`src/hdl/hmcp_pkg.sv`:
```
// Package with the types, codes and character helpers of the hex monitor parser.
package hmcp_pkg;

    // Width of the accumulator, pointer and store addresses.
    localparam int ADDR_W = 12;
    localparam int BYTE_W = 8;
    localparam int DIGIT_W = 4;

    // Quotient width of an address divided by the smallest store depth of 16.
    localparam int QUOT_W = ADDR_W - 4;

    // Character codes.
    localparam logic [7:0] CH_AT       = 8'h40;
    localparam logic [7:0] CH_LIST     = 8'h4C;
    localparam logic [7:0] CH_EXEC     = 8'h58;
    localparam logic [7:0] CH_NEWLINE  = 8'h0A;
    localparam logic [7:0] CH_SPACE    = 8'h20;
    localparam logic [7:0] CH_ZERO     = 8'h30;
    localparam logic [7:0] CH_NINE     = 8'h39;
    localparam logic [7:0] CH_LOWER_A  = 8'h61;
    localparam logic [7:0] CH_LOWER_F  = 8'h66;
    localparam logic [7:0] CH_UPPER_A  = 8'h41;
    localparam logic [7:0] CH_UPPER_F  = 8'h46;
    localparam logic [7:0] LETTER_BASE = 8'd10;

    // Result kinds.
    typedef enum logic [2:0] {
        KIND_EXEC   = 3'd0,
        KIND_LIST   = 3'd1,
        KIND_ERROR  = 3'd2,
        KIND_HALTED = 3'd3,
        KIND_READ   = 3'd4
    } t_kind;

    // Parser states.
    typedef enum logic [2:0] {
        PS_INITIAL = 3'd0,
        PS_INSERT  = 3'd1,
        PS_READ_OP = 3'd2,
        PS_ADDRESS = 3'd3,
        PS_HALTED  = 3'd4
    } t_pstate;

    // Character classes.
    typedef enum logic [2:0] {
        CL_AT      = 3'd0,
        CL_L       = 3'd1,
        CL_X       = 3'd2,
        CL_DIGIT   = 3'd3,
        CL_SPACE   = 3'd4,
        CL_NEWLINE = 3'd5,
        CL_UNKNOWN = 3'd6
    } t_class;

    // Pending commands.
    typedef enum logic [1:0] {
        CMD_NONE    = 2'd0,
        CMD_POINTER = 2'd1,
        CMD_LIST    = 2'd2,
        CMD_EXECUTE = 2'd3
    } t_cmd;

    // Store write request issued when a word is accepted.
    typedef struct packed {
        logic              valid;
        logic [ADDR_W-1:0] addr;
        logic [BYTE_W-1:0] data;
    } t_wr_req;

    // Store read request issued when a word is accepted.
    typedef struct packed {
        logic              valid;
        logic [ADDR_W-1:0] addr;
    } t_rd_req;

    // Result descriptor of one accepted word.
    typedef struct packed {
        logic              valid;
        t_kind             kind;
        logic [ADDR_W-1:0] start;
        logic [ADDR_W-1:0] target;
    } t_desc;

    // Flow control from the result stage.
    typedef struct packed {
        logic s1_ready;
        logic s1_adv;
    } t_flow;

    // Classify one character code.
    function automatic t_class f_classify(input logic [7:0] c);
        t_class cl;
        if (c == CH_AT) cl = CL_AT;
        else if (c == CH_LIST) cl = CL_L;
        else if (c == CH_EXEC) cl = CL_X;
        else if (c == CH_NEWLINE) cl = CL_NEWLINE;
        else if (c == CH_SPACE) cl = CL_SPACE;
        else if (c >= CH_ZERO && c <= CH_NINE) cl = CL_DIGIT;
        else if (c >= CH_LOWER_A && c <= CH_LOWER_F) cl = CL_DIGIT;
        else if (c >= CH_UPPER_A && c <= CH_UPPER_F) cl = CL_DIGIT;
        else cl = CL_UNKNOWN;
        return cl;
    endfunction

    // Value of a hex digit character; only meaningful for the digit class.
    function automatic logic [DIGIT_W-1:0] f_digit(input logic [7:0] c);
        logic [7:0] v;
        if (c >= CH_LOWER_A && c <= CH_LOWER_F) v = c - CH_LOWER_A + LETTER_BASE;
        else if (c >= CH_UPPER_A && c <= CH_UPPER_F) v = c - CH_UPPER_A + LETTER_BASE;
        else v = c - CH_ZERO;
        return v[DIGIT_W-1:0];
    endfunction

endpackage

```
`src/hdl/hmcp_parser.sv`:
```
// Character parser: classifier, state machine, accumulator and pointer registers.
module hmcp_parser
    import hmcp_pkg::*;
(
    input  logic              i_clk,
    input  logic              i_rst_n,
    input  logic              i_accept,
    input  logic              i_op,
    input  logic [7:0]        i_char_code,
    input  logic [ADDR_W-1:0] i_read_addr,
    output t_wr_req           o_wr,
    output t_rd_req           o_rd,
    output t_desc             o_desc
);

    t_pstate           r_state, n_state;
    logic [ADDR_W-1:0] r_acc, n_acc;
    logic [ADDR_W-1:0] r_wp, n_wp;
    logic [ADDR_W-1:0] r_farg, n_farg;
    t_cmd              r_pend, n_pend;

    t_class             cls;
    logic [DIGIT_W-1:0] dig;
    logic [ADDR_W-1:0]  acc_sh;
    logic               char_evt;
    logic               legal;
    logic               bad;

    // Character decode and shifted accumulator.
    assign cls      = f_classify(i_char_code);
    assign dig      = f_digit(i_char_code);
    assign acc_sh   = {r_acc[ADDR_W-DIGIT_W-1:0], dig};
    assign char_evt = i_accept && !i_op && (r_state != PS_HALTED);

    // Which classes each state takes without error.
    always_comb begin
        case (r_state)
            PS_INITIAL: legal = (cls != CL_UNKNOWN);
            PS_INSERT,
            PS_ADDRESS: legal = (cls == CL_DIGIT) || (cls == CL_SPACE) || (cls == CL_NEWLINE);
            PS_READ_OP: legal = (cls == CL_DIGIT) || (cls == CL_SPACE);
            default:    legal = 1'b0;
        endcase
    end

    assign bad = char_evt && !legal;

    // Next state.
    always_comb begin
        n_state = r_state;
        if (bad) begin
            n_state = PS_HALTED;
        end else if (char_evt) begin
            case (r_state)
                PS_INITIAL: begin
                    case (cls)
                        CL_AT:    n_state = PS_READ_OP;
                        CL_L,
                        CL_X:     n_state = PS_ADDRESS;
                        CL_DIGIT: n_state = PS_INSERT;
                        default:  n_state = PS_INITIAL;
                    endcase
                end
                PS_INSERT: begin
                    if (cls == CL_NEWLINE) n_state = PS_INITIAL;
                end
                PS_READ_OP: n_state = PS_ADDRESS;
                PS_ADDRESS: begin
                    if (cls == CL_NEWLINE) n_state = PS_INITIAL;
                end
                default: n_state = r_state;
            endcase
        end
    end

    // Datapath updates, store requests and result descriptor.
    always_comb begin
        n_acc  = r_acc;
        n_wp   = r_wp;
        n_farg = r_farg;
        n_pend = r_pend;
        o_wr   = '0;
        o_desc = '0;
        o_rd.valid = i_accept && i_op;
        o_rd.addr  = i_read_addr;
        if (i_accept && i_op) begin
            o_desc.valid = 1'b1;
            o_desc.kind  = KIND_READ;
        end else if (bad) begin
            o_desc.valid = 1'b1;
            o_desc.kind  = KIND_ERROR;
        end else if (char_evt) begin
            case (r_state)
                PS_INITIAL: begin
                    case (cls)
                        CL_AT:    n_pend = CMD_POINTER;
                        CL_L:     n_pend = CMD_LIST;
                        CL_X:     n_pend = CMD_EXECUTE;
                        CL_DIGIT: n_acc  = acc_sh;
                        default:  n_pend = r_pend;
                    endcase
                end
                PS_INSERT: begin
                    if (cls == CL_DIGIT) begin
                        n_acc = acc_sh;
                    end else begin
                        // Space or newline stores the low byte and moves on.
                        o_wr.valid = 1'b1;
                        o_wr.addr  = r_wp;
                        o_wr.data  = r_acc[BYTE_W-1:0];
                        n_acc      = '0;
                        n_wp       = r_wp + ADDR_W'(1);
                    end
                end
                PS_READ_OP: begin
                    if (cls == CL_DIGIT) n_acc = acc_sh;
                    else n_acc = '0;
                end
                PS_ADDRESS: begin
                    case (cls)
                        CL_DIGIT: n_acc = acc_sh;
                        CL_SPACE: begin
                            n_farg = r_acc;
                            n_acc  = '0;
                        end
                        default: begin
                            // Newline runs the pending command.
                            case (r_pend)
                                CMD_POINTER: n_wp = r_acc;
                                CMD_LIST: begin
                                    o_desc.valid  = 1'b1;
                                    o_desc.kind   = KIND_LIST;
                                    o_desc.start  = r_farg;
                                    o_desc.target = r_acc;
                                end
                                CMD_EXECUTE: begin
                                    o_desc.valid  = 1'b1;
                                    o_desc.kind   = KIND_EXEC;
                                    o_desc.target = r_acc;
                                end
                                default: n_wp = r_wp;
                            endcase
                            n_acc = '0;
                        end
                    endcase
                end
                default: n_acc = r_acc;
            endcase
        end
    end

    // State registers.
    always_ff @(posedge i_clk) begin
        if (!i_rst_n) begin
            r_state <= PS_INITIAL;
            r_acc   <= '0;
            r_wp    <= '0;
            r_farg  <= '0;
            r_pend  <= CMD_NONE;
        end else begin
            r_state <= n_state;
            r_acc   <= n_acc;
            r_wp    <= n_wp;
            r_farg  <= n_farg;
            r_pend  <= n_pend;
        end
    end

endmodule

```
`config.mk`:
```
export PLATFORM = sky130hd
export DESIGN_NAME = hmcp_parser
export DESIGN_NICKNAME = d
export VERILOG_FILES = /design/src/hdl/hmcp_pkg.sv /design/src/hdl/hmcp_parser.sv
export SDC_FILE = /design/constraint.sdc
export NUM_CORES = 1
export LEC_CHECK = 0
export BUFFER_PORTS_ARGS = -buffer_cell sky130_fd_sc_hd__buf_2
export CORE_ASPECT_RATIO = 0.8
export CORE_MARGIN = 2
export CORE_UTILIZATION = 52
export DETAILED_ROUTE_END_ITERATION = 10
export PLACE_DENSITY = 0.8
export SYNTH_ARGS = -nofsm -noshare
export SYNTH_HDL_FRONTEND = slang
export SYNTH_SLANG_ARGS = --single-unit
```
`constraint.sdc`:
```
create_clock -name i_clk -period 3 [get_ports i_clk]
set_input_delay 0 -clock i_clk [delete_from_list [all_inputs] [get_ports i_clk]]
set_output_delay 0 -clock i_clk [all_outputs]
set_load 0.05 [all_outputs]
```
## Yosys cells after proc, flatten, opt, wreduce, memory -nomap -nowiden

Index checks and enable logic that the tools add are counted.
W data, S select, Z words.

| word-level totals | value |
|---|---|
| register bits after elaboration | 41 |
| input port bits | 24 |
| output and inout bits | 62 |
| logic and storage cells | 115 |

| cells by class | value |
|---|---|
| $add $sub $neg | 6 |
| $lt $le $gt $ge | 6 |
| equal/unequal tests | 24 |
| mux-type cells | 39 |
| bitwise operators | 3 |
| reduce and logical (&&, ||, !) cells | 31 |

Operator list:

| kind | count |
|---|---|
| $mux W21 | 5 |
| $mux W12 | 7 |
| $mux W28 | 3 |
| $mux W24 | 2 |
| $pmux W12 S2 | 2 |
| $mux W3 | 11 |
| $eq A8 B7 Y1 const B | 3 |
| $ge A8 B7 Y1 const B | 2 |
| $le A8 B7 Y1 const B | 2 |
| $mux W4 | 4 |
| $reduce_and A5 Y1 | 3 |
| $add A12 B1 Y12 const B | 1 |
| $eq A3 B2 Y1 const B | 4 |
| $pmux W2 S3 | 2 |
| $sub A4 B1 Y4 const B | 3 |
| $reduce_or A2 Y1 | 5 |
| $pmux W3 S3 | 1 |
| $add A4 B4 Y4 const B | 2 |
| $eq A8 B4 Y1 const B | 1 |
| $eq A8 B6 Y1 const B | 1 |
| $ge A8 B6 Y1 const B | 1 |
| $le A8 B6 Y1 const B | 1 |
| $pmux W4 S2 | 1 |
| $logic_and A1 B1 Y1 | 7 |
| other kinds (19) | 35 |

## Logic depth before layout (Yosys ltp)

Gate-level depths: netlist (run 1).

| depth | value |
|---|---|
| depth after elaboration | 18 |
| mapped depth | 10 |
| depth with buffers taken out | 8 |

## Least setup slack after synthesis (run 1)

OpenSTA, ideal clock, no wires.

| path | value |
|---|---|
| path kind | flip-flop to output port |
| from | register r_state[2] |
| to | output port o_desc[12] (netlist bit) |
| arrival time | 2.660 ns |
| data required time | 3.000 ns |
| slack | 0.340 ns |
| stages on the path, launching flop included | 8 |
| buffers on the path | 2 |
| path through | dfxtp_1 clkbuf_1 or3_1 o31ai_4 a2111oi_4 nor4_1 buf_2 and2_1 |

RTL lines:

| item | RTL line | RTL |
|---|---|---|
| from (decl) | hmcp_parser.sv:16 | `t_pstate r_state, n_state;` |
| from (signal assigned) | hmcp_parser.sv:161 | `r_state <= n_state;` |
| to (decl) | hmcp_parser.sv:13 | `output t_desc o_desc` |

==> flow_metrics.tcl, run 1 <==
set metrics [dict create \
    cp.arrival_ns 2.81 \
    met3_length_um 460 \
    end_kind "output port" \
    synthCells 353 \
    portBuffers 61 \
    drt-initial-drc-count 323 \
    pwr-share-comb_pct 9.9 \
    synth_cell_types 55 \
    antenna_found_initial 0 \
    whs_ns 0.0000169 \
    clockRootBuffer "clkbuf_8" \
    cts_setup_buffers 0 \
    start_util_pct 53.2 \
    cts_tree "yes" \
    cp_slowest_cell "nor4_2" \
    diodes 0 \
    crit_type "reg -> out" \
    dr.pass1.iters 4 \
    routed_via_density 5.92 \
    grt_max_degree 47 \
    synth_warnings 0 \
    synthTopCellsByCount "48 x and2_1, 41 x dfxtp_1, 38 x nand2_1" \
    synth.largest_area_cell "dfxtp_1" \
    clk_latency_ns 0.31 \
    max_stage_delay_ns 0.57 \
    syn_area_um2 2860 \
    cts_resized 0 \
    die-area_um2 6110 \
    fin_worst_skew_ns 0.00955 \
    ir_drop_v 0.000199 \
    p_per_area_nw_per_um2 322 \
    hold_buffers 0 \
    gp_congestion 0.878 \
    wl_met2_um 3190 \
    fin_crit_ns 2.81 \
    fillCellCount 500 \
    dr.max_layer_used "met4" \
    crit_fanout 19 \
    p_leak_nw 1.34 \
    area_growth_pct 11.1 \
    r2r_setup_slack_ns 0.46 \
    wire_per_inst_um 15.7 \
    sw_frac_of_total_pct 27.5 \
    syn_nets 383 \
    seq_area_frac_synth_pct 28.7 \
    multi_input_area_um2 1810 \
    hpwl_um 5220 \
    crit_end "o_wr[2]" \
    rsz0062_at_grt "no" \
    slew_headroom_pct 26.5 \
    nets 419 \
    rows 24 \
    cap_violations 0 \
    finalMaxSlewViolations 0 \
    die_h_um 70.3 \
    numCtsBuffers 5 \
    p_int_uw 742 \
    grt_pass1_vias 2409 \
    period_share_pct 93.6 \
    hp-class "in -> out" \
    worstPathRequired_ns 3.00 \
    register_area_um2 821 \
    yosysMostFrequentCell "and2_1" \
    grt_pass1_wl_um 11700 \
    cp_cell_sequence "or3_1 -> o31ai_4 -> a211oi_4 -> nor4_2 -> buf_4 -> and2_1 -> buf_2" \
    syn_avg_cell_area_um2 8.10 \
    status "completed" \
    drive_above_1_share_pct 22.1 \
    yosys-top-cells-area "dfxtp_1 29%, and2_1 11%, mux2i_1 8.8%" \
    synth_edf_count 0 \
    wl_met1_um 3350 \
    via_count 2694 \
    die_w_um 86.9 \
    r2r_start "r_state[2]" \
    synthArstFlopShare_pct 0 \
    cts.sinks 41 \
    fmaxAchievable_mhz 356 \
    core_area_um2 5380 \
    hold_violations 0 \
    worst_pin_slew_ns 1.10 \
    overflow 0 \
    reg2regPathDepth 5 \
    drt.antenna.violating_nets 0 \
    grt_use_total_pct 24.0 \
    io_pins 86 \
    cts_max_level 2 \
    regToRegEndpoint "r_acc[5]" \
    route.detailed.drc 0 \
    startpoint "r_state[2]" \
    totalWireLength_um 7130 \
    power.switching_uw 282 \
    yosys.area.top_type_share_pct 28.7 \
    cts.path.max_buffers 2 \
    synthFlopType "dfxtp_1" \
    ys_seq_elements 41 \
    setup_tns_ns 0 \
    seqPwrFrac_pct 53.7 \
    clk_pin_slew_ns 0.08 \
    setup_violations 0 \
    clockPowerShare_pct 36.5 \
    startpoint_type "register" \
]
## worst min path at each step
| stage | slack, ns | to | startpoint | cells after the start |
|---|---|---|---|---|
| global placement | 0.0003 | o_rd[2] | i_read_addr[2] | 0 |
| finish | 0.00002 | o_rd[3] | i_read_addr[3] | 0 |
| CTS | 0.0003 | o_rd[2] | i_read_addr[2] | 0 |
| detailed placement | 0.0003 | o_rd[2] | i_read_addr[2] | 0 |
| global route | 0.00007 | o_rd[9] | i_read_addr[9] | 0 |
| floorplan | 0.17 | o_rd[0] | i_read_addr[0] | 1 |
## worst max-delay path: cells and delay by family (launching register included)
family,cells,cell delay [ns]
and+or+nand+nor,3,1.18
DFF,1,0.45
AOI/OAI and AO/OA,2,0.32
buffers and inverters,2,0.54
## power by group through the flow
stage	Sequential [mW]	Combinational, mW	Clock (mW)
after floorplan	0.558	0.121	0
final	0.549	0.101	0.373
after CTS	0.549	0.0998	0.381
after global placement	0.562	0.0968	0
after global routing	0.550	0.110	0.406
after detailed placement	0.562	0.0997	0
## logic make-up after synthesis
family | count (synthesis) | synth area share (%)
fa+ha+maj | 6 | 2.63
compound gates | 64 | 18.2
buf+inv | 43 | 8.05
simple gates | 171 | 32.8
mux | 25 | 8.75
flops | 41 | 28.7
xor+xnor | 3 | 0.919
## routing by layer
| metal | GRT usage [%] | vias up |
|---|---|---|
| met2 | 34.0 | 101 |
| li1 | - | 1309 |
| met5 | 0 | - |
| met3 | 4.61 | 14 |
| met4 | 7.99 | 0 |
| met1 | 36.0 | 1270 |
## sequential cells by signal (all words and copies together), names as in the netlist
| name | cells |
|---|---|
| r_wp | 12 |
| r_pend | 2 |
| r_acc | 12 |
| r_state | 3 |
| r_farg | 12 |
## final cells by class
type | count | share of cell area (%)
inverters | 5 | 0.591
flip-flops and latches | 41 | 25.8
well taps | 65 | 2.56
clock buffers | 5 | 2.17
repair buffers | 67 | 11.0
multi-input cells | 269 | 57.1
clock inverters | 3 | 0.709
## stage by stage
stage               cell area [um2]  worst slack [ns]  util, %  total power, mW  instances
floorplan                      2860             0.340        -            0.679        353
global placement               3090             0.454     57.4            0.659        447
detailed placement             3090             0.350     57.4            0.662        447
CTS                            3180             0.193     59.1             1.03        455
global route                   3180            0.0521     59.1             1.07        455
finish                         3180             0.193     59.1             1.02        455
## layout by cell type, fill, tap and decap left out, types with 6 or more instances in the layout
cell,n
o31ai_1,10
dfxtp_1,41
nor3_1,9
a21oi_1,8
mux2i_1,25
a22oi_1,6
o21ai_0,9
ha_1,6
nand2_1,38
nor2_1,25
buf_4,6
buf_2,61
and2_1,48
o311ai_0,10
nand3_1,12
nand2b_1,7
(Power assumes the default switching activity.)
==> inputs of run 2 (changes only) <==
--- a/config.mk
+++ b/config.mk
@@ -6,7 +6,6 @@
 export NUM_CORES = 1
 export LEC_CHECK = 0
 export BUFFER_PORTS_ARGS = -buffer_cell sky130_fd_sc_hd__buf_2
-export CORE_ASPECT_RATIO = 0.8
 export CORE_MARGIN = 2
 export CORE_UTILIZATION = 52
 export DETAILED_ROUTE_END_ITERATION = 10
==> run 2 against run 1 <==
  * Register-to-register slack worse by 0.03 ns
  * Clock power up 21%
  * Clock-buffer cell count unchanged
  * Routed wire length down 0.42%
  * Design area up 1.1%
  * Non-clock buffer count down 1
  * Sequential power about the same
  * Setup slack better by 0.11 ns
  * Hold slack about the same
==> flow_metrics.tcl, run 2 (same netlist as run 1, synthesis figures left out) <==
set metrics [dict create \
    area_growth_pct 12.4 \
    antenna_found_initial 0 \
    finalMaxSlewViolations 0 \
    core_area_um2 5200 \
    fin_crit_ns 2.70 \
    cts_setup_buffers 0 \
    hpwl_um 5080 \
    drive_above_1_share_pct 22.1 \
    layout_common_cells "61 x buf_2, 48 x and2_1, 41 x dfxtp_1" \
    totalWireLength_um 7100 \
    rsz0062_at_grt "no" \
    slew_headroom_pct 24.9 \
    startpoint_type "register" \
    die_h_um 78.2 \
    register_area_um2 821 \
    clk_latency_ns 0.30 \
    grt_pass1_vias 2434 \
    die-area_um2 6110 \
    grt_pass1_wl_um 11900 \
    wire_per_inst_um 15.5 \
    setup_tns_ns 0 \
    cts_max_level 2 \
    p_leak_nw 1.35 \
    start_util_pct 54.9 \
    clk_pin_slew_ns 0.08 \
    instances_no_fill 459 \
    grt_max_degree 47 \
    p_per_area_nw_per_um2 344 \
    diodes 0 \
    portBuffers 61 \
    hp-class "in -> out" \
    gp_congestion 0.904 \
    io_pins 86 \
    dp.cells 451 \
    cts_resized 1 \
    cts.path.max_buffers 2 \
    final_common_cell "buf_2" \
    end_kind "output port" \
    die_w_um 78.2 \
    drt.antenna.violating_nets 0 \
    dpl_cell_area_um2 3080 \
    fillCellCount 468 \
    ir_drop_v 0.000267 \
    route.detailed.drc 0 \
    dr.pass1.iters 5 \
    rows 26 \
    numCtsBuffers 5 \
    cts_tree "yes" \
    overflow 0 \
    hold_violations 0 \
    via_count 2682 \
    cap_violations 0 \
    clockRootBuffer "clkbuf_8" \
    worstPathRequired_ns 3.00 \
    grt_use_total_pct 24.0 \
    worst_pin_slew_ns 1.12 \
    fmaxAchievable_mhz 371 \
    drt-initial-drc-count 296 \
    nets 418 \
    setup_violations 0 \
    crit_fanout 21 \
    power_mw 1.10 \
    cp.arrival_ns 2.70 \
    hold_buffers 0 \
    multi_input_area_um2 1830 \
    status "completed" \
    routed_via_density 5.84 \
    cts.sinks 41 \
    fin_worst_skew_ns 0.00561 \
    period_share_pct 89.9 \
    reg_top3 "r_acc: 12 flops, r_farg: 12 flops, r_wp: 12 flops" \
    design_area_um2 3210 \
    crit_type "reg -> out" \
    postLayoutCoreUtil_pct 61.7 \
]
==> run 2: cell count changes in the layout (fill, tap and decap cells not counted), sizes merged <==
cell / previous run / this run
clkinv: 3 / 1
clkinvlp: 0 / 1
buf: 67 / 66
bufinv: 0 / 1
==> run 2: power by group <==
part           leakage (nW)  internal, mW  switching [mW]
Combinational         0.962        0.0316          0.0705
Clock                0.0543         0.249           0.204
Sequential            0.330         0.545         0.00453
==> run 2: cell type report <==
class / count / area share, %
timing repair buffer: 66 / 10.7
clock buffer: 5 / 2.14
multi-input combinational: 269 / 56.9
clock inverter: 3 / 1.44
tap: 70 / 2.73
inverter: 5 / 0.584
sequential: 41 / 25.5
==> run 2: path summary, 6_finish.rpt <==
path             startpoint    endpoint  slack [ns]  cells after the start
max              r_state[2]    o_wr[17]        0.30                      6
min          i_read_addr[8]     o_rd[8]     0.00002                      0
max reg2reg      r_state[2]   r_acc[10]        0.43                      5
min reg2reg      r_farg[11]  r_farg[11]        0.46                      2
==> run 2: metrics by stage <==
step / worst slack [ns] / hold WS (ns)
finish: 0.304 / 0.0000220
global route: 0.0949 / 0.0000858
CTS: 0.0241 / 0.000370
detailed placement: 0.140 / 0.000370
global placement: 0.288 / 0.000370
floorplan: 0.340 / 0.167
==> run 2: worst max-delay path, stage by stage, from the launching register on <==
cell	delay [ns]
dfxtp_1	0.46
or3_1	0.47
o31ai_4	0.11
a211oi_4	0.22
nor4_4	0.67
and2_1	0.22
buf_2	0.26
==> run 2: layer usage <==
layer  part of all wire (%)  GRT usage (%)  up-vias
li1                       -              -     1304
met5                      0              0        -
met3                    6.8           4.71       18
met4                    1.5           7.02        0
met1                     47           33.6     1237
met2                     45           37.3      123
