==> src/hdl/hmcp_pkg.sv <==
// Package with the types, codes and character helpers of the hex monitor parser.
package hmcp_pkg;

    // Width of the accumulator, pointer and store addresses.
    localparam int ADDR_W = 12;
    localparam int BYTE_W = 8;
    localparam int DIGIT_W = 4;

    // Quotient width of an address divided by the smallest store depth of 16.
    localparam int QUOT_W = ADDR_W - 4;

    // Character codes.
    localparam logic [7:0] CH_AT       = 8'h40;
    localparam logic [7:0] CH_LIST     = 8'h4C;
    localparam logic [7:0] CH_EXEC     = 8'h58;
    localparam logic [7:0] CH_NEWLINE  = 8'h0A;
    localparam logic [7:0] CH_SPACE    = 8'h20;
    localparam logic [7:0] CH_ZERO     = 8'h30;
    localparam logic [7:0] CH_NINE     = 8'h39;
    localparam logic [7:0] CH_LOWER_A  = 8'h61;
    localparam logic [7:0] CH_LOWER_F  = 8'h66;
    localparam logic [7:0] CH_UPPER_A  = 8'h41;
    localparam logic [7:0] CH_UPPER_F  = 8'h46;
    localparam logic [7:0] LETTER_BASE = 8'd10;

    // Result kinds.
    typedef enum logic [2:0] {
        KIND_EXEC   = 3'd0,
        KIND_LIST   = 3'd1,
        KIND_ERROR  = 3'd2,
        KIND_HALTED = 3'd3,
        KIND_READ   = 3'd4
    } t_kind;

    // Parser states.
    typedef enum logic [2:0] {
        PS_INITIAL = 3'd0,
        PS_INSERT  = 3'd1,
        PS_READ_OP = 3'd2,
        PS_ADDRESS = 3'd3,
        PS_HALTED  = 3'd4
    } t_pstate;

    // Character classes.
    typedef enum logic [2:0] {
        CL_AT      = 3'd0,
        CL_L       = 3'd1,
        CL_X       = 3'd2,
        CL_DIGIT   = 3'd3,
        CL_SPACE   = 3'd4,
        CL_NEWLINE = 3'd5,
        CL_UNKNOWN = 3'd6
    } t_class;

    // Pending commands.
    typedef enum logic [1:0] {
        CMD_NONE    = 2'd0,
        CMD_POINTER = 2'd1,
        CMD_LIST    = 2'd2,
        CMD_EXECUTE = 2'd3
    } t_cmd;

    // Store write request issued when a word is accepted.
    typedef struct packed {
        logic              valid;
        logic [ADDR_W-1:0] addr;
        logic [BYTE_W-1:0] data;
    } t_wr_req;

    // Store read request issued when a word is accepted.
    typedef struct packed {
        logic              valid;
        logic [ADDR_W-1:0] addr;
    } t_rd_req;

    // Result descriptor of one accepted word.
    typedef struct packed {
        logic              valid;
        t_kind             kind;
        logic [ADDR_W-1:0] start;
        logic [ADDR_W-1:0] target;
    } t_desc;

    // Flow control from the result stage.
    typedef struct packed {
        logic s1_ready;
        logic s1_adv;
    } t_flow;

    // Classify one character code.
    function automatic t_class f_classify(input logic [7:0] c);
        t_class cl;
        if (c == CH_AT) cl = CL_AT;
        else if (c == CH_LIST) cl = CL_L;
        else if (c == CH_EXEC) cl = CL_X;
        else if (c == CH_NEWLINE) cl = CL_NEWLINE;
        else if (c == CH_SPACE) cl = CL_SPACE;
        else if (c >= CH_ZERO && c <= CH_NINE) cl = CL_DIGIT;
        else if (c >= CH_LOWER_A && c <= CH_LOWER_F) cl = CL_DIGIT;
        else if (c >= CH_UPPER_A && c <= CH_UPPER_F) cl = CL_DIGIT;
        else cl = CL_UNKNOWN;
        return cl;
    endfunction

    // Value of a hex digit character; only meaningful for the digit class.
    function automatic logic [DIGIT_W-1:0] f_digit(input logic [7:0] c);
        logic [7:0] v;
        if (c >= CH_LOWER_A && c <= CH_LOWER_F) v = c - CH_LOWER_A + LETTER_BASE;
        else if (c >= CH_UPPER_A && c <= CH_UPPER_F) v = c - CH_UPPER_A + LETTER_BASE;
        else v = c - CH_ZERO;
        return v[DIGIT_W-1:0];
    endfunction

endpackage

==> src/hdl/hmcp_out.sv <==
// Result stage and output register, with the halted word that follows an error.
module hmcp_out
    import hmcp_pkg::*;
(
    input  logic              i_clk,
    input  logic              i_rst_n,
    input  t_desc             i_desc,
    input  logic [BYTE_W-1:0] i_rdata,
    input  logic              i_stall,
    output t_flow             o_flow,
    output logic              o_valid,
    output logic [2:0]        o_kind,
    output logic [ADDR_W-1:0] o_range_start,
    output logic [ADDR_W-1:0] o_target_addr,
    output logic [BYTE_W-1:0] o_read_byte,
    output logic              o_last
);

    logic              r_s1_valid;
    t_desc             r_s1;
    logic              r_o_valid, n_o_valid;
    t_kind             r_o_kind, n_o_kind;
    logic [ADDR_W-1:0] r_o_start, n_o_start;
    logic [ADDR_W-1:0] r_o_target, n_o_target;
    logic              r_o_last, n_o_last;
    logic              r_pend_halt, n_pend_halt;
    logic              out_free;
    logic              s1_adv;
    logic              s1_ready;

    // Handshake between the result stage and the output register.
    assign out_free = !r_o_valid || !i_stall;
    assign s1_adv   = r_s1_valid && out_free && !r_pend_halt;
    assign s1_ready = !r_s1_valid || s1_adv;

    assign o_flow.s1_ready = s1_ready;
    assign o_flow.s1_adv   = s1_adv;

    // Next output word: the halted word first, then the result stage.
    always_comb begin
        n_o_valid   = r_o_valid;
        n_o_kind    = r_o_kind;
        n_o_start   = r_o_start;
        n_o_target  = r_o_target;
        n_o_last    = r_o_last;
        n_pend_halt = r_pend_halt;
        if (out_free) begin
            if (r_pend_halt) begin
                n_o_valid   = 1'b1;
                n_o_kind    = KIND_HALTED;
                n_o_start   = '0;
                n_o_target  = '0;
                n_o_last    = 1'b1;
                n_pend_halt = 1'b0;
            end else if (r_s1_valid) begin
                n_o_valid   = 1'b1;
                n_o_kind    = r_s1.kind;
                n_o_start   = r_s1.start;
                n_o_target  = r_s1.target;
                n_o_last    = (r_s1.kind != KIND_ERROR);
                n_pend_halt = (r_s1.kind == KIND_ERROR);
            end else begin
                n_o_valid = 1'b0;
            end
        end
    end

    // Control registers.
    always_ff @(posedge i_clk) begin
        if (!i_rst_n) begin
            r_s1_valid  <= 1'b0;
            r_o_valid   <= 1'b0;
            r_pend_halt <= 1'b0;
        end else begin
            if (s1_ready) r_s1_valid <= i_desc.valid;
            r_o_valid   <= n_o_valid;
            r_pend_halt <= n_pend_halt;
        end
    end

    // Payload registers.
    always_ff @(posedge i_clk) begin
        if (s1_ready) r_s1 <= i_desc;
        r_o_kind   <= n_o_kind;
        r_o_start  <= n_o_start;
        r_o_target <= n_o_target;
        r_o_last   <= n_o_last;
    end

    assign o_valid       = r_o_valid;
    assign o_kind        = r_o_kind;
    assign o_range_start = r_o_start;
    assign o_target_addr = r_o_target;
    assign o_last        = r_o_last;
    assign o_read_byte   = (r_o_kind == KIND_READ) ? i_rdata : '0;

endmodule

==> config.mk <==
export PLATFORM = sky130hd
export DESIGN_NAME = hmcp_out
export DESIGN_NICKNAME = d
export VERILOG_FILES = /design/src/hdl/hmcp_pkg.sv /design/src/hdl/hmcp_out.sv
export SDC_FILE = /design/constraint.sdc
export NUM_CORES = 1
export LEC_CHECK = 0
export BUFFER_PORTS_ARGS = -buffer_cell sky130_fd_sc_hd__buf_2
export CAP_MARGIN = 20
export CELL_PAD_IN_SITES_DETAIL_PLACEMENT = 0
export CELL_PAD_IN_SITES_GLOBAL_PLACEMENT = 1
export CORE_MARGIN = 2
export CORE_UTILIZATION = 39
export CTS_CLUSTER_SIZE = 40
export DETAILED_ROUTE_END_ITERATION = 6
export HOLD_SLACK_MARGIN = 0.12
export PLACE_DENSITY = 0.77
export SYNTH_ARGS = -nofsm -noshare
export SYNTH_HDL_FRONTEND = slang
export SYNTH_SLANG_ARGS = --single-unit
==> constraint.sdc <==
create_clock -name i_clk -period 3.29 [get_ports i_clk]
set_input_delay 0.4935 -clock i_clk [delete_from_list [all_inputs] [get_ports i_clk]]
set_output_delay 0.4935 -clock i_clk [all_outputs]
set_load 0.02 [all_outputs]
Word level (Yosys, flattened, before mapping) --
Cells that the tools add are included.
Word-level totals: flip-flop bits (word level) 58, word-level logic and storage cells 32, input port bits 39
Operators by class: equal/unequal tests 3, reduce and logical (&&, ||, !) cells 10, muxes and demuxes 9
Operators by type and width (number):
- $mux 12 | 2
- $mux 8 | 1
- $mux 1 | 5
- $logic_not 1->1 | 4
- $eq 3x2->1 const B | 1
- $eq 3x3->1 const B | 1
- $mux 3 | 1
- $ne 3x2->1 const B | 1
- $logic_and 1x1->1 | 2
- $logic_or 1x1->1 | 2
- $reduce_and 2->1 | 1
- $reduce_bool 2->1 | 1

Longest topological paths before layout --
Gate-level depths: netlist of the first run.
depth after elaboration 5, mapped depth 4, mapped depth without buffers 2

Least setup slack after synthesis of the first run --
OpenSTA, ideal clock, no wires.
path kind register to register, start point reg r_pend_halt, end point reg r_o_kind[0] (netlist: o_kind[0]) (enable), cell stages (with the launch flop) 4, slack 908 ps, clock period less this slack 2382 ps, arrival 1960 ps, library setup time 422 ps, buffers on the path 1, cell sequence dfxtp_1 buf_2 nor2_1 a21oi_1
Between the ends: longest elaborated chain between the ends 2
Ends and longest elaborated chain:
- from (decl) | RTL line hmcp_out.sv:26 | logic r_pend_halt, n_pend_halt;
- from (signal assigned) | RTL line hmcp_out.sv:77 | r_pend_halt <= n_pend_halt;
- $reduce_bool 2->1 (no source line)
- $reduce_and 2->1 (no source line)
- to (signal assigned) | RTL line hmcp_out.sv:84 | r_o_kind <= n_o_kind;
- to (decl) | RTL line hmcp_out.sv:22 | t_kind r_o_kind, n_o_kind;
No other way between the ends. A chain may end at the register's enable or synchronous reset.

==> run_results.csv, run 1 <==
group,metric,value,unit
outcome,run_status,"finished, final reports clean",
timing,worst_slew_pin_slew,0.3533,ns
timing,achievable-frequency,444.9,MHz
finish,finalNetCount,238,
grt,antenna_found_initial,0,
routing,drt-pass1-iter-count,4,
routing,drt_iter0_markers,67,
logic_synthesis,synth_seq_area_share,0.8311,
logic_synthesis,post_synth_main_area_contributors,"edfxtp_1, nor2b_1, dfxtp_1",
clock_network,cts_num_sinks,58,
timing,slew_violations,0,
logic_synthesis,synth_area_leader_cell,"edfxtp_1",
clock_network,max-clock-path-buffers,2,
timing,finalHoldWorstSlack,0.3381,ns
place,placement.io_buffers,77,
finish,commonest_cells_after_routing_fill_and_taps_aside,"buf_2, edfxtp_1, nor2b_1",
routing,antenna_left,0,
timing,post-route-min-period,2.248,ns
finish,finalNonFillerCells,274,
clock_network,clk_latency,0.33,ns
critical_path,critPathRequiredTime,2.80,ns
finish,antenna_cells_inserted,0,
logic_synthesis,yosysTopAreaCellShare,0.8019,
critical_path,r2r_cells,4,
clock_network,cts.repair.resized,0,
critical_path,path_max_fanout,31,
place,gp_congestion,0.7213,
routing,detail_route.drc_violations,0,
place,placedCellCount,258,
critical_path,worst_setup_path_start_kind,"register",
timing,min_period_over_period,0.6832,
die,die-area,0.005878,mm²
min_path,min_path_type,"in2reg",
logic_synthesis,synth-warning-count,0,
die,core.rowCount,26,
grt,grt_max_degree,32,
timing,finalClockSkew,0.009162,ns
critical_path,timing.rr.end,"r_s1[19]",
logic_synthesis,synth_cells,113,
die,die_h,76.67,µm
finish,leading_cell_type_in_the_layout_fill_and_taps_excluded,"buf_2",
clock_network,clock_tree.htree_level_count,3,
die,floorplan.initialDensity,0.4032,
grt,grt_overflow_total,0,
grt,grt_pass1_wl,5.982,mm
min_path,hold_path.startpoint,"i_desc[8]",
timing,setup_total_negative_slack,0,ns
logic_synthesis,synth_cell_types,20,
critical_path,timing.setup.critical_path_class,"reg2out",
clock_network,post-cts-setup-buffers,0,
routing,wl,3.631,mm
critical_path,endpoint_class_of_the_critical_path,"primary output",
clock_network,clk_pin_slew,0.06,ns
timing,finalHoldViolCount,0,
clock_network,tritoncts.num_buffers,9,
logic_synthesis,postSynthAreaPerCell,18.23,µm²
min_path,min_path_cells,1,
logic_synthesis,synth.net_count,152,
clock_network,cts_root_buffer,"clkbuf_8",
routing,drt-wirelength-per-cell,13.25,µm
timing,timing.slew.headroom,0.7645,
logic_synthesis,synth_seq_cells,58,
pwr,design_power_total,0.001517,W
min_path,holdPathEnd,"r_s1[8]",
grt,grt_use_total,0.1361,
finish,layout-drive-gt1-share,0.4608,
critical_path,critPathArrivalTime,1.75,ns
pwr,power.density_cell_area,564.1,mW/mm²
die,core_area,0.005107,mm²
die,boundaryPins,78,
clock_network,tritoncts,"yes",
logic_synthesis,netlist_area,0.002059,mm²
routing,vias_per_cell,4.376,
grt,number_of_global_route_vias_before_repair,1270,
critical_path,reg2reg_setup_slack,1.75,ns
flow_run,max_cap_violations,0,
timing,rsz0062_at_grt,"false",
die,dieWidth,76.67,µm
critical_path,crit_start,"r_pend_halt",
pwr,peakVddDrop,372.3,µV
finish,syn2layout_area_growth,30.62,%
timing,final-setup-viol-count,0,
critical_path,r2r-start,"r_pend_halt",
clock_network,cts.hold.buffers_added,0,
pwr,power.leakage,1.120,nW
routing,route.vias.total,1199,
registers in the layout, summed over array words and instances, names as in the netlist:
name	cells
r_s1	27
o_range_start	12
o_target_addr	12
o_kind	3
o_last	1
o_valid	1
r_pend_halt	1
r_s1_valid	1
where the power goes:
group	switching [W]	internal, W	total [W]
Sequential	0.0000128	0.000856	0.000869
Combinational	0.0000644	0.0000463	0.000111
Clock	0.000245	0.000293	0.000538
worst max-delay path, stage by stage (launching register included):
cell     delay (ns)
dfxtp_1        0.29
buf_4          0.22
a21o_1         0.20
nand2_1        0.15
buf_4          0.34
buf_2          0.23
layout make-up:
class / count / area (µm²)
multi-input cells: 50 / 322.8
clock buffers: 15 / 156.4
fillers: 432 / 2417
repair buffers: 80 / 407.9
clock inverters: 1 / 3.754
flip-flops and latches: 58 / 1712
well taps: 70 / 87.58
logic make-up after synthesis:
kind of cell	count (synthesis)	synth area share
and+or+nand+nor	44	0.1361
buffers and inverters	5	0.01397
DFF	58	0.8311
AOI/OAI and AO/OA	6	0.01883
metal layers:
metal,vias to the layer above,wire length (µm),GRT usage
met3,9,276,0.06353
li1,580,-,-
met5,-,0,0
met2,55,1954,0.2351
met1,555,1338,0.1367
met4,0,62,0.06909
how the worst max path moves through the flow:
stage	end	slack [ns]	cells after the start
after floorplan	o_kind[0]	0.91	3
after global placement	o_flow[1]	1.32	5
after CTS	o_flow[1]	1.0	5
final	o_flow[1]	1.04	5
after global routing	o_flow[1]	0.91	5
after detailed placement	o_flow[1]	1.24	5
through the flow:
stage                     cell area (µm²)  setup WS (ns)    util
after global routing                 2690         0.9111  0.5267
after global placement               2530          1.318  0.4953
after floorplan                      2059         0.9075       -
final                                2690          1.042  0.5267
after detailed placement             2530          1.243  0.4953
after CTS                            2690         0.9996  0.5267
cells in the mapped netlist, drive strengths merged:
cell    instances
edfxtp         55
nor2b          25
and2            9
buf             4
dfxtp           3
nand2           3
a21oi           2
or2             2
a21o            1
a31o            1
and4            1
clkbuf          1
nor2            1
nor3b           1
nor4bb          1
o21a            1
o21ai           1
or3b            1
Power figures use the tool's default switching activity.
==> inputs of run 2 (changes only) <==
Clock period 3.29 ns to 2.1 ns, I/O delays scaled along.
==> run_results.csv, run 2 (same netlist as run 1, synthesis figures left out) <==
group,metric,value,unit
timing,slew_violations,0,
timing,setup_total_negative_slack,0,ns
finish,commonest_cells_after_routing_fill_and_taps_aside,"buf_2, edfxtp_1, nor2b_1",
finish,fill_cells,431,
finish,largest_register_ffs,27,
die,dieWidth,76.67,µm
min_path,holdPathEnd,"r_s1[5]",
timing,finalHoldViolCount,0,
timing,final-setup-viol-count,0,
die,boundaryPins,78,
critical_path,r2r_cells,3,
die,floorplan.initialDensity,0.4032,
pwr,peakVddDrop,491.7,µV
grt,grt_overflow_total,0,
routing,wl,3.603,mm
critical_path,reg2reg_setup_slack,0.54,ns
pwr,power.leakage,1.149,nW
routing,detail_route.drc_violations,0,
clock_network,cts.hold.buffers_added,0,
routing,drt-wirelength-per-cell,13.10,µm
finish,leading_cell_type_in_the_layout_fill_and_taps_excluded,"buf_2",
clock_network,clk_latency,0.32,ns
critical_path,critPathRequiredTime,1.78,ns
timing,min_period_over_period,0.8872,
critical_path,path_max_fanout,20,
clock_network,tritoncts,"yes",
grt,grt_max_degree,28,
clock_network,clock_tree.htree_level_count,3,
grt,grt_pass1_wl,5.768,mm
grt,grt_use_total,0.1328,
timing,post-route-min-period,1.863,ns
clock_network,cts.repair.resized,0,
clock_network,tritoncts.num_buffers,9,
clock_network,post-cts-setup-buffers,0,
min_path,min_path_cells,1,
finish,finalNetCount,239,
min_path,hold_path.startpoint,"i_desc[5]",
finish,layout-drive-gt1-share,0.4829,
die,core_area,0.005107,mm²
routing,route.vias.total,1181,
place,gp_congestion,0.7758,
place,place_hpwl,2.707,mm
clock_network,max-clock-path-buffers,2,
routing,antenna_left,0,
routing,drt-pass1-iter-count,4,
flow_run,max_cap_violations,0,
place,placedCellCount,259,
timing,achievable-frequency,536.7,MHz
critical_path,timing.rr.end,"o_range_start[6]",
timing,timing.slew.headroom,0.5809,
critical_path,endpoint_class_of_the_critical_path,"primary output",
die,core.rowCount,26,
critical_path,worst_setup_path_start_kind,"register",
critical_path,r2r-start,"r_pend_halt",
timing,worst_slew_pin_slew,0.6277,ns
routing,vias_per_cell,4.295,
clock_network,cts_num_sinks,58,
finish,finalNonFillerCells,275,
place,placement.io_buffers,77,
clock_network,cts_root_buffer,"clkbuf_8",
pwr,power.density_cell_area,943.0,mW/mm²
die,die-area,0.005878,mm²
outcome,run_status,"finished, final reports clean",
critical_path,critPathArrivalTime,1.55,ns
grt,number_of_global_route_vias_before_repair,1209,
min_path,min_path_type,"in2reg",
finish,largest-register,"r_s1",
routing,drt_iter0_markers,65,
die,die_h,76.67,µm
timing,rsz0062_at_grt,"false",
timing,finalClockSkew,0.006279,ns
finish,antenna_cells_inserted,0,
grt,antenna_found_initial,0,
finish,syn2layout_area_growth,33.35,%
critical_path,timing.setup.critical_path_class,"reg2out",
clock_network,clk_pin_slew,0.06,ns
==> run 2: changes by cell type in the layout (fill, tap and decap cells not counted) <==
cell        delta
bufinv_16      +2
clkbuf_1       -4
clkbuf_8       -1
clkinvlp_4     +1
buf_4          +1
clkinv_2       +2
==> run 2: critical path, cell delays in order, from the launching register on <==
cell and delay, ns:
dfxtp_1 0.72, a21oi_1 0.16, and2_1 0.20, buf_2 0.15
==> run 2: per-layer routing <==
layer / track usage / routed length (µm) / vias up
met1: 0.1287 / 1307 / 546
met2: 0.2307 / 1981 / 46
met3: 0.05294 / 247 / 7
li1: - / - / 582
met5: 0 / 0 / -
met4: 0.08909 / 67 / 0
==> run 2: how the worst max path moves through the flow <==
stage                     cells past startpoint   startpoint               end  slack, ns
after floorplan                               4  r_pend_halt         o_flow[1]       0.28
after global placement                        3  r_pend_halt  o_range_start[0]       0.61
after detailed placement                      3  r_pend_halt  o_range_start[0]       0.55
after CTS                                     3  r_pend_halt         o_flow[0]       0.20
after global routing                          3  r_pend_halt         o_flow[0]       0.10
final                                         3  r_pend_halt         o_flow[0]       0.24
==> run 2: area by class of cell <==
class | instances | area [µm²] | share of cell area
Timing Repair Buffer | 81 | 415.4 | 0.1513
Clock inverter | 6 | 81.33 | 0.02961
Clock buffer | 10 | 127.6 | 0.04647
Sequential cell | 58 | 1712 | 0.6232
Tap cell | 70 | 87.58 | 0.03189
Multi-Input combinational cell | 50 | 322.8 | 0.1175
==> run 2: metrics by stage <==
stage	hold WS, ns	setup WS [ns]	utilization	cell area, µm²	power, W
after floorplan	0.4139	0.2820	-	2063	0.001477
after global placement	0.4919	0.6128	0.4968	2537	0.001558
after detailed placement	0.4931	0.5454	0.4968	2537	0.001565
after CTS	0.1471	0.2042	0.5377	2746	0.002623
after global routing	0.1512	0.1043	0.5377	2746	0.002689
final	0.1670	0.2369	0.5377	2746	0.002590
==> run 2: power breakdown <==
group	internal [W]	switching, W
registers	0.00134	0.0000215
clock network	0.000659	0.000394
logic	0.0000743	0.0000999
==> inputs of run 3 (changes only) <==
Settings changed: ABC_AREA set to 1, CORE_UTILIZATION 39 to 38.
==> run_results.csv, run 3 <==
group,metric,value,unit
place,placedCellCount,300,
routing,vias_per_cell,3.905,
grt,number_of_global_route_vias_before_repair,1134,
finish,layout-drive-gt1-share,0.3975,
timing,final.setup.worst_slack,0.4303,ns
timing,finalClockSkew,0.004017,ns
place,place_hpwl,2.308,mm
logic_synthesis,synth_enable_flop_cells,55,
critical_path,worstPathBufferInverterCount,4,
die,core_area,0.005439,mm²
logic_synthesis,synth_cell_types,14,
timing,final-setup-viol-count,0,
logic_synthesis,post_synth_mux_area_share,0,
clock_network,clock_tree.htree_level_count,3,
die,boundaryPins,78,
critical_path,critPathRequiredTime,1.78,ns
timing,timing.slew.headroom,0.7662,
die,dieWidth,78.62,µm
pwr,design_power_total,0.002337,W
routing,detail_route.drc_violations,0,
min_path,min_path_type,"in2reg",
timing,finalHoldViolCount,0,
grt,grt_pass1_wl,4.892,mm
timing,setup_total_negative_slack,0,ns
critical_path,reg2reg_setup_slack,0.79,ns
logic_synthesis,synth_seq_area_share,0.8090,
logic_synthesis,synthArstFlopShare,0,
clock_network,cts_root_buffer,"clkbuf_8",
place,placement.io_buffers,77,
clock_network,clk_pin_slew,0.06,ns
routing,top_layer,"met4",
finish,finalNetCount,278,
die,core.rowCount,27,
timing,achievable-frequency,598.9,MHz
routing,wl,3.258,mm
grt,grt_overflow_total,0,
timing,post-route-min-period,1.670,ns
place,place_ws,0.6646,ns
grt,grt_max_degree,29,
critical_path,cpPeakStageDelay,0.34,ns
routing,route.vias.total,1234,
grt,antenna_found_initial,0,
logic_synthesis,synth.net_count,191,
critical_path,path_max_fanout,11,
timing,rsz0062_at_grt,"false",
logic_synthesis,synth_cells,152,
routing,met3WireLength,332,µm
grt,grt_use_total,0.1125,
critical_path,critPathArrivalTime,1.35,ns
logic_synthesis,post_synth_main_area_contributors,"edfxtp_1, inv_1, nor2_1",
flow_run,max_cap_violations,0,
routing,antenna_left,0,
finish,finalNonFillerCells,316,
logic_synthesis,postSynthAreaPerCell,13.92,µm²
logic_synthesis,synth-warning-count,0,
logic_synthesis,adder_cell_share_of_the_synthesized_area,0,
clock_network,tritoncts,"yes",
routing,drt_iter0_markers,100,
logic_synthesis,synth_seq_cells,58,
routing,drt-wirelength-per-cell,10.31,µm
timing,finalHoldWorstSlack,0.1593,ns
die,die-area,0.006180,mm²
clock_network,post-cts-setup-buffers,0,
pwr,power.density_cell_area,852.8,mW/mm²
logic_synthesis,netlist_area,0.002116,mm²
critical_path,timing.setup.critical_path_class,"reg2out",
logic_synthesis,compound_cell_area_share_of_the_yosys_netlist,0.01183,
finish,fill_cells,485,
clock_network,cts.repair.resized,0,
finish,commonest_cells_after_routing_fill_and_taps_aside,"buf_2, edfxtp_1, inv_1, nor2_1, clkbuf_8",
logic_synthesis,synth_top_flop_cell,"edfxtp_1",
finish,syn2layout_area_growth,29.51,%
critical_path,top_delay_family_on_crit_path,"buffers and inverters",
clock_network,max-clock-path-buffers,2,
clock_network,cts_num_sinks,58,
routing,met2RoutedLength,1.556,mm
timing,slew_violations,0,
finish,largest_register_ffs,27,
timing,worst_slew_pin_slew,0.3507,ns
outcome,run_status,"finished, final reports clean",
routing,met1_length,1.258,mm
critical_path,critPathSlowestCell,"dfxtp_1",
pwr,peakVddDrop,399.7,µV
logic_synthesis,synth-simple-area-share,0.09048,
finish,largest-register,"r_s1",
timing,min_period_over_period,0.7951,
critical_path,worst_setup_path_start_kind,"register",
critical_path,endpoint_class_of_the_critical_path,"primary output",
clock_network,tritoncts.num_buffers,9,
die,die_h,78.62,µm
logic_synthesis,synth_most_common_cell,"edfxtp_1",
logic_synthesis,post_synth_xor_area_fraction,0,
critical_path,path_cells,"inv_2 > a21oi_1 > inv_1 > buf_4 > buf_2",
place,gp_congestion,0.6775,
routing,drt-pass1-iter-count,4,
clock_network,clk_latency,0.33,ns
finish,leading_cell_type_in_the_layout_fill_and_taps_excluded,"buf_2",
logic_synthesis,synth_top_cells_by_count,"edfxtp_1, inv_1, nor2_1",
pwr,power.leakage,1.289,nW
die,floorplan.initialDensity,0.3890,
logic_synthesis,yosysTopAreaCellShare,0.7806,
finish,antenna_cells_inserted,0,
logic_synthesis,synth_area_leader_cell,"edfxtp_1",
logic_synthesis,synth_top_family_by_area,"simple AND/OR/NAND/NOR gates",
clock_network,cts.hold.buffers_added,0,
==> run 3: cell count changes in the layout (fill, tap and decap cells not counted), moves of 2 or more <==
cell	change
nand2_1	+3
inv_1	+37
nor2_1	+36
clkinv_1	+2
nor2b_1	-25
bufinv_16	-2
and2_1	-9
==> run 3: final cells by class <==
type                            count  area, µm²  share of cell area
Clock buffer                       11      131.4             0.04795
Clock inverter                      5      21.27            0.007763
Inverter                           38      142.6             0.05205
Multi-Input combinational cell     51      227.7             0.08310
Sequential cell                    58       1712              0.6247
Tap cell                           72      90.09             0.03288
Timing Repair Buffer               81      415.4              0.1516
==> run 3: through the flow <==
step	utilization	area (µm²)
CTS	0.5038	2740
global route	0.5038	2740
finish	0.5038	2740
floorplan	-	2120
global placement	0.4757	2587
detailed placement	0.4757	2587
==> run 3: final timing paths <==
| path | start | depth (start not counted) | endpoint |
|---|---|---|---|
| setup / recovery | r_pend_halt | 5 | o_flow[1] |
| hold / removal | i_desc[4] | 1 | r_s1[4] |
| setup reg to reg | o_valid | 4 | o_target_addr[10] |
| hold reg to reg | r_s1[15] | 2 | o_range_start[3] |
==> run 3: worst register-to-register path, stage by stage, from the launching register on <==
cell and delay (ns):
dfxtp_1 0.31, nand2_1 0.08, inv_1 0.11, a21oi_4 0.12
buf_4 0.34
==> run 3: kinds of logic (layout without fill, tap and decap cells) <==
kind of cell    after synthesis  in the layout
simple gates                 47             47
flops                        58             58
compound gates                4              4
buf+inv                      43            135
==> run 3: power by group <==
group	switching, W	internal (W)
clock	0.000390	0.000411
combinational	0.000111	0.0000680
sequential	0.0000164	0.00134
total	0.000517	0.00182
==> run 3: routing by layer <==
layer / GRT usage / vias to the layer above
li1: - / 650
met1: 0.1141 / 522
met2: 0.1735 / 54
met3: 0.05057 / 8
met4: 0.1000 / 0
met5: 0 / -
